[config.mk]
export PLATFORM = sky130hd
export DESIGN_NAME = htl_ctrl
export DESIGN_NICKNAME = d
export VERILOG_FILES = /design/src/htl_pkg.sv /design/src/htl_ctrl.sv
export SDC_FILE = /design/constraint.sdc
export NUM_CORES = 1
export LEC_CHECK = 0
export BUFFER_PORTS_ARGS = -buffer_cell sky130_fd_sc_hd__buf_2
export CAP_MARGIN = 30
export CORE_UTILIZATION = 47
export CTS_CLUSTER_DIAMETER = 120
export DETAILED_ROUTE_END_ITERATION = 8
export PLACE_DENSITY = 0.73
export SLEW_MARGIN = 20
export SYNTH_ARGS = -nofsm -noshare
export SYNTH_HDL_FRONTEND = slang
export SYNTH_SLANG_ARGS = --single-unit
[constraint.sdc]
create_clock -name clk -period 2.3 [get_ports clk]
set_clock_uncertainty 0.15 [all_clocks]
set_input_delay 0.23 -clock clk [delete_from_list [all_inputs] [get_ports clk]]
set_output_delay 0.23 -clock clk [all_outputs]
set_load 0.01 [all_outputs]
[src/htl_pkg.sv]
`timescale 1ns / 1ps
// ----------------------------------------------------------------------------
// htl_pkg
// Shared types and constants of the hull tree / common ancestor engine.
// ----------------------------------------------------------------------------
package htl_pkg;

	localparam int FIELD_NODE_W = 12;
	localparam int FIELD_X_W    = 24;
	localparam int FIELD_H_W    = 37;
	localparam int DEPTH_W      = 12;
	localparam int LVL_W        = 5;
	localparam int RED_W        = 4;
	localparam int S_TDATA_W    = 104;
	localparam int M_TDATA_W    = 24;

	localparam logic [DEPTH_W-1:0] DEPTH_MAX = 12'd4095;
	localparam logic [RED_W-1:0]   RED_TOP   = 4'd11;

	typedef enum logic [4:0] {
		ST_IDLE,
		ST_REDUCE,
		ST_STORE,
		ST_ROOT_ROW,
		ST_ROOT_PUSH,
		ST_POP_RD,
		ST_POP_PT,
		ST_POP_DIF,
		ST_POP_MUL,
		ST_POP_SUM,
		ST_POP_CMP,
		ST_PAR_RD,
		ST_PAR_DEP,
		ST_ROW0_WR,
		ST_ANC_RD,
		ST_ANC_WR,
		ST_PUSH,
		ST_Q_DEP,
		ST_Q_ORDER,
		ST_LIFT,
		ST_LIFT_WR,
		ST_CHECK,
		ST_CLIMB_RD,
		ST_CLIMB_CMP,
		ST_FINAL_RD,
		ST_FINAL,
		ST_DONE
	} st_t;

	typedef enum logic [4:0] {
		OP_NONE,
		OP_LOAD,
		OP_REDUCE,
		OP_STORE_PT,
		OP_ROOT_ROW,
		OP_ROOT_PUSH,
		OP_POP_RD,
		OP_POP_PT,
		OP_POP_DIF,
		OP_POP_MUL,
		OP_POP_SUM,
		OP_POP_CMP,
		OP_PAR_RD,
		OP_PAR_DEP,
		OP_ROW0_WR,
		OP_ANC_RD,
		OP_ANC_WR,
		OP_PUSH,
		OP_Q_DEP,
		OP_Q_ORDER,
		OP_LIFT_RD,
		OP_LIFT_WR,
		OP_Q_EQ,
		OP_CLIMB_RD,
		OP_CLIMB_CMP,
		OP_FINAL_RD,
		OP_FINAL,
		OP_RESULT
	} op_t;

	typedef struct packed {
		op_t              op;
		logic [LVL_W-1:0] lvl;
		logic [RED_W-1:0] red_k;
	} cmd_t;

	typedef struct packed {
		logic mode;
		logic root_case;
		logic cnt_gt1;
		logic cnt_gt2;
		logic below;
		logic diff_ge;
		logic a_eq_b;
		logic out_free;
	} sts_t;

endpackage

[src/htl_ctrl.sv]
`timescale 1ns / 1ps
// ----------------------------------------------------------------------------
// htl_ctrl
// Sequencer: walks the point insert and ancestor query flows step by step.
// ----------------------------------------------------------------------------
module htl_ctrl import htl_pkg::*; #(
	parameter int LIFT_LEVELS = 12
) (
	input  logic clk,
	input  logic arst_n,
	input  logic s_tvalid,
	output logic s_tready,
	input  sts_t sts,
	output cmd_t cmd
);

	localparam logic [LVL_W-1:0] LVL_TOP = LVL_W'(LIFT_LEVELS - 1);

	st_t              state_q, state_d;
	logic [LVL_W-1:0] lvl_q, lvl_d;
	logic [RED_W-1:0] k_q, k_d;

	always_ff @(posedge clk or negedge arst_n) begin
		if (!arst_n) begin
			state_q <= ST_IDLE;
			lvl_q   <= '0;
			k_q     <= '0;
		end else begin
			state_q <= state_d;
			lvl_q   <= lvl_d;
			k_q     <= k_d;
		end
	end

	always_comb begin
		state_d   = state_q;
		lvl_d     = lvl_q;
		k_d       = k_q;
		s_tready  = 1'b0;
		cmd.op    = OP_NONE;
		cmd.lvl   = lvl_q;
		cmd.red_k = k_q;
		case (state_q)
			ST_IDLE: begin
				s_tready = 1'b1;
				if (s_tvalid) begin
					cmd.op  = OP_LOAD;
					k_d     = RED_TOP;
					state_d = ST_REDUCE;
				end
			end
			ST_REDUCE: begin
				cmd.op = OP_REDUCE;
				k_d    = k_q - 1'b1;
				if (k_q == '0)
					state_d = sts.mode ? ST_Q_DEP : ST_STORE;
			end
			ST_STORE: begin
				cmd.op = OP_STORE_PT;
				lvl_d  = '0;
				if (sts.root_case)
					state_d = ST_ROOT_ROW;
				else if (sts.cnt_gt1)
					state_d = ST_POP_RD;
				else
					state_d = ST_PAR_RD;
			end
			ST_ROOT_ROW: begin
				cmd.op = OP_ROOT_ROW;
				lvl_d  = lvl_q + 1'b1;
				if (lvl_q == LVL_TOP)
					state_d = ST_ROOT_PUSH;
			end
			ST_ROOT_PUSH: begin
				cmd.op  = OP_ROOT_PUSH;
				state_d = ST_DONE;
			end
			ST_POP_RD: begin
				cmd.op  = OP_POP_RD;
				state_d = ST_POP_PT;
			end
			ST_POP_PT: begin
				cmd.op  = OP_POP_PT;
				state_d = ST_POP_DIF;
			end
			ST_POP_DIF: begin
				cmd.op  = OP_POP_DIF;
				state_d = ST_POP_MUL;
			end
			ST_POP_MUL: begin
				cmd.op  = OP_POP_MUL;
				state_d = ST_POP_SUM;
			end
			ST_POP_SUM: begin
				cmd.op  = OP_POP_SUM;
				state_d = ST_POP_CMP;
			end
			ST_POP_CMP: begin
				cmd.op  = OP_POP_CMP;
				state_d = (sts.below && sts.cnt_gt2) ? ST_POP_RD : ST_PAR_RD;
			end
			ST_PAR_RD: begin
				cmd.op  = OP_PAR_RD;
				state_d = ST_PAR_DEP;
			end
			ST_PAR_DEP: begin
				cmd.op  = OP_PAR_DEP;
				lvl_d   = '0;
				state_d = ST_ROW0_WR;
			end
			ST_ROW0_WR: begin
				cmd.op  = OP_ROW0_WR;
				lvl_d   = LVL_W'(1);
				state_d = (LVL_TOP == '0) ? ST_PUSH : ST_ANC_RD;
			end
			ST_ANC_RD: begin
				cmd.op  = OP_ANC_RD;
				state_d = ST_ANC_WR;
			end
			ST_ANC_WR: begin
				cmd.op = OP_ANC_WR;
				if (lvl_q == LVL_TOP) begin
					state_d = ST_PUSH;
				end else begin
					lvl_d   = lvl_q + 1'b1;
					state_d = ST_ANC_RD;
				end
			end
			ST_PUSH: begin
				cmd.op  = OP_PUSH;
				state_d = ST_DONE;
			end
			ST_Q_DEP: begin
				cmd.op  = OP_Q_DEP;
				state_d = ST_Q_ORDER;
			end
			ST_Q_ORDER: begin
				cmd.op  = OP_Q_ORDER;
				lvl_d   = LVL_TOP;
				state_d = ST_LIFT;
			end
			ST_LIFT: begin
				if (sts.diff_ge) begin
					cmd.op  = OP_LIFT_RD;
					state_d = ST_LIFT_WR;
				end else if (lvl_q == '0) begin
					state_d = ST_CHECK;
				end else begin
					lvl_d = lvl_q - 1'b1;
				end
			end
			ST_LIFT_WR: begin
				cmd.op  = OP_LIFT_WR;
				state_d = ST_LIFT;
			end
			ST_CHECK: begin
				lvl_d = LVL_TOP;
				if (sts.a_eq_b) begin
					cmd.op  = OP_Q_EQ;
					state_d = ST_DONE;
				end else begin
					state_d = ST_CLIMB_RD;
				end
			end
			ST_CLIMB_RD: begin
				cmd.op  = OP_CLIMB_RD;
				state_d = ST_CLIMB_CMP;
			end
			ST_CLIMB_CMP: begin
				cmd.op = OP_CLIMB_CMP;
				if (lvl_q == '0) begin
					state_d = ST_FINAL_RD;
				end else begin
					lvl_d   = lvl_q - 1'b1;
					state_d = ST_CLIMB_RD;
				end
			end
			ST_FINAL_RD: begin
				cmd.op  = OP_FINAL_RD;
				state_d = ST_FINAL;
			end
			ST_FINAL: begin
				cmd.op  = OP_FINAL;
				state_d = ST_DONE;
			end
			ST_DONE: begin
				if (sts.out_free) begin
					cmd.op  = OP_RESULT;
					state_d = ST_IDLE;
				end
			end
			default: state_d = ST_IDLE;
		endcase
	end

endmodule

Yosys cells after proc, flatten, opt, wreduce, memory -nomap -nowiden
Index checks and enable logic that the tools add are counted. Widths: inputs -> output; s select.

Logic and storage cells: 79. Input port bits: 11. Flip-flop bits (word level): 14.

Eq/ne operators: 34. Add/subtract/negate cells: 3. Reduce and logical (&&, ||, !) cells: 13. Muxes and demuxes: 26.

Operators by type and width (number): $pmux 5 s27 (1); $pmux 5 s24 (1); $mux 5 (14); $eq 5x5->1 const B (11); $eq 5x4->1 const B (9); $pmux 5 s7 (1); $mux 4 (6); $eq 5x3->1 const B (4); $ne 2x2->1 const B (6); $eq 5x2->1 const B (2); $logic_not 5->1 (2); $pmux 4 s2 (1); $reduce_bool 7->1 (1); $reduce_or 2->1 (3); $add 5x1->5 const B (1); $eq 5x1->1 const B (1); $reduce_and 5->1 (1); $sub 5x1->5 const B (1); $logic_not 4->1 (1); $sub 4x1->4 const B (1); $ne 3x3->1 const B (1); $reduce_and 3->1 (1); $reduce_or 3->1 (1); $mux 1 (2); 3 further kinds (3).

Logic depth before layout (Yosys ltp)
Word-level depth: 4. Gate-level depth with buffers: 9.

Worst setup path after synthesis
No wires, ideal clock.

Kind: register to register. Start: reg state_q[3]. End: reg lvl_q[4]. Cell stages (with the launch flop): 10. Library setup time: 128 ps. Required time: 2022 ps. Path slack: 6 ps. Arrival: 2017 ps. Path buffers: 0. Period minus slack after synthesis: 2294 ps. Cells stage by stage: dfrtp_1 > nand2b_1 > nor2_1 > inv_1 > fa_1 > nand2b_1 > a21oi_1 > xnor2_1 > a221oi_1 > o2bb2ai_1.

Word-level cells in the longest chain between the ends: 4. Elaborated cells on any way between the ends: 16. Classes of those cells: eq/ne (11); mux (1); reduce/logical (4).

Ends and longest elaborated chain: start, declared (RTL line htl_ctrl.sv:19) `st_t state_q, state_d;`; start signal, assigned (RTL line htl_ctrl.sv:29) `state_q <= state_d;`; $eq 5x2->1, or another cell as far along (RTL line htl_ctrl.sv:43) `case (state_q)`; $reduce_or 2->1 (no source line); $reduce_bool 7->1 (no source line); $reduce_and 3->1 (no source line); end signal, assigned (RTL line htl_ctrl.sv:30) `lvl_q <= lvl_d;`; end, declared (RTL line htl_ctrl.sv:20) `logic [LVL_W-1:0] lvl_q, lvl_d;`.

Several ways; a longest one is shown, not always the timed one. A chain may end at the register's enable or synchronous reset.

Worst setup path after layout
Start: reg state_q[3]. End: reg lvl_q[3].

Same word-level chain as after synthesis.

==> results.toml <==
[pwr]
clock_power_share = 0.061
p_sw_uw = 1500
power_frac_seq = 0.175
swShare = 0.516
ir_worst_vdd_v = 0.000798
intPower_uw = 1410
p_comb_frac = 0.764
power.density_nw_per_um2 = 1500
leakage_uw = 0.000827

[synth]
synth_cell_types = 64
yosysTopAreaCell = "dfrtp_1"
syn_area_um2 = 1660
synth_edf_count = 0
ys_top_cells_by_count = "nor2_1 (25), o21ai_0 (17), dfrtp_1 (14)"
ys_seq_area_frac = 0.212
synth_cells = 217
avgSynthCellArea_um2 = 7.63
async_flop_share = 1.00
synthFlopType = "dfrtp_1"
ys_warn_count = 0
yosysTopAreaCellShare = 0.212
syn_nets = 234
yosysMostFrequentCell = "nor2_1"
synth.area.top_cells = "dfrtp_1 (21%), nor2_1 (5.7%), o21ai_0 (5.1%)"
ys_seq_elements = 14

[worst_setup_path]
startpoint = "state_q[3]"
crit_type = "flip-flop to flip-flop"
regToRegStartpoint = "state_q[3]"
slowest_delay_ns = 0.38
crit_required_ns = 2.32
end_kind = "flip-flop"
critPathSlowestCell = "dfrtp_1"
cp.arrival_ns = 2.21
crit_path_cell_trace = "nand2b_1, nor2_2, buf_4, ha_1, a21o_1, a21oi_1, xor2_1, o21ai_0, mux2_1"
critPathBufInv = 1
startpoint_type = "flip-flop"
crit_family = "compound AO/OA/AOI/OAI gates"
path_max_fanout = 3

[grt]
grt_max_degree = 42
gr-total-overflow = 0
antenna_found_initial = 0
grt_pass1_vias = 1395
grt_pass1_wl_mm = 6.58
track_usage = 0.241

[floorplan]
die_h_um = 61.3
io_pins = 26
die_area_um2 = 3760
die_x_um = 61.3
initial_core_util = 0.492
design.core.area_um2 = 3360
core.rowCount = 21

[route]
drc = 0
drt_wl_total_mm = 4.35
drtIter0Drc = 221
route.vias.total = 1756
via_per_inst = 6.01
wire_per_inst_um = 14.9
dr.pass1.iters = 4
antenna_left = 0

[cts]
max-clock-path-buffers = 2
cts_tree = "yes"
cts_root_buf = "clkbuf_4"
htreeDepth = 1
clkSinkCount = 14
insertion_delay_ns = 0.28
cts_inserted_buffers = 3
clk_pin_slew_ns = 0.09

[placed_design]
port_buffers = 25
post-place-cells = 286
gp_congestion = 0.855
hpwl_mm = 3.24
dpl_cell_area_um2 = 1870

[finish]
multi_input_area_um2 = 1200
register_area_um2 = 352
stdcell_count = 292
n_fill_cell = 320
layout.nets = 264
stdcell_area_um2 = 1950
drive_above_1_share = 0.244
n_antenna_cell = 0
area_growth_syn_to_layout_pct = 17.6

[timing]
rsz0062_at_grt = "true"
finalMaxSlewViolations = 0
tightest_slew_ns = 0.424
hold_viol_final = 0
maxSlewHeadroom = 0.715
whs_ns = 0.206
fmax_ghz = 0.456
post-route-min-period_ns = 2.19
min_period_over_period = 0.954
final-setup-viol-count = 0

[hold_path]
hold_start = "s_tvalid"
hp-class = "input port to flip-flop"

[run]
drv_cap = 0

[status]
status = "finished clean"
==> sequential cells by signal, summed over array words and instances (netlist names) <==
register,count
k_q,4
lvl_q,5
state_q,5
==> cell families (layout without fill, tap and decap cells) <==
kind of cell,after synthesis,count (layout),synth area share
AO/OA/AOI/OAI,77,77,0.320
XOR/XNOR,4,4,0.0212
adder cells (fa/ha/maj),6,6,0.0499
buffers and inverters,28,57,0.0741
flip-flops,14,14,0.212
multiplexers,7,7,0.0484
AND/OR/NAND/NOR,81,81,0.275
==> metal layers <==
layer | share of wire | global-route usage | vias up | routed length, um
met2 | 0.45 | 0.360 | 75 | 1950
met3 | 0.063 | 0.0147 | 4 | 275
li1 | - | - | 863 | -
met5 | 0 | 0 | - | 0
met4 | 0.0083 | 0.0889 | 0 | 36
met1 | 0.48 | 0.365 | 814 | 2080
==> cell usage in the layout, fill, tap and decap left out, types with 3 or more instances in the layout <==
cell type | synthesis | final
clkbuf_4 | 0 | 3
nor3_1 | 5 | 5
o22ai_1 | 3 | 3
nand2b_1 | 4 | 4
buf_4 | 1 | 13
buf_2 | 11 | 25
o21ai_1 | 3 | 4
nor2b_1 | 8 | 6
nand3_1 | 6 | 6
ha_1 | 5 | 5
o2bb2ai_1 | 3 | 3
o21ai_0 | 17 | 16
mux2_1 | 3 | 3
nor2_1 | 25 | 24
dfrtp_1 | 14 | 13
o32ai_1 | 3 | 3
nand4b_1 | 3 | 3
nand2_1 | 12 | 12
a21oi_1 | 13 | 12
a31oi_1 | 3 | 3
inv_1 | 11 | 11
a211oi_1 | 5 | 5
==> area by class of cell <==
cell class,instances,area share
multi-input combinational,175,0.616
sequential,14,0.181
timing repair buffer,40,0.130
tap,46,0.0296
inverter,13,0.0251
clock buffer,4,0.0186
==> through the flow <==
| stage | total power, uW | util | setup TNS, ns | setup WS, ns |
|---|---|---|---|---|
| floorplan | 2070 | - | 0 | 0.00564 |
| global placement | 2670 | 0.557 | 0 | 0.146 |
| detailed placement | 2670 | 0.557 | 0 | 0.0865 |
| CTS | 2870 | 0.571 | 0 | 0.0117 |
| global route | 3180 | 0.579 | -0.0156 | -0.00787 |
| finish | 2910 | 0.579 | 0 | 0.107 |
==> worst register-to-register path: stages, from the launching register on <==
cell	delay [ns]
dfrtp_1	0.38
nand2b_1	0.17
nor2_2	0.15
buf_4	0.13
ha_1	0.21
a21o_1	0.18
a21oi_1	0.17
xor2_1	0.15
o21ai_0	0.08
mux2_1	0.30
==> power by group through the flow <==
stage | Sequential, uW | Clock, uW | Combinational, uW
2_1_floorplan | 510 | 0 | 1560
3_3_place_gp | 511 | 0 | 2160
3_5_place_dp | 511 | 0 | 2160
4_1_cts | 506 | 186 | 2170
5_1_grt | 531 | 192 | 2460
6_report | 510 | 178 | 2220
==> final timing paths <==
check / endpoint / slack (ns) / cells after the start
setup reg to reg: lvl_q[3] / 0.11 / 9
min in group asynchronous: k_q[1] / 0.22 / 2
setup / recovery: lvl_q[3] / 0.11 / 9
hold reg to reg: k_q[0] / 0.40 / 1
hold / removal: k_q[1] / 0.21 / 3
max in group asynchronous: state_q[2] / 1.53 / 2
==> what timing repair did <==
action	in CTS	in global routing
hold buffers	1	0
buffers inserted	0	1
gates resized for setup	0	8
setup endpoints to repair	0	6
endpoints found under the hold margin	14	0
(Power assumes the default switching activity.)
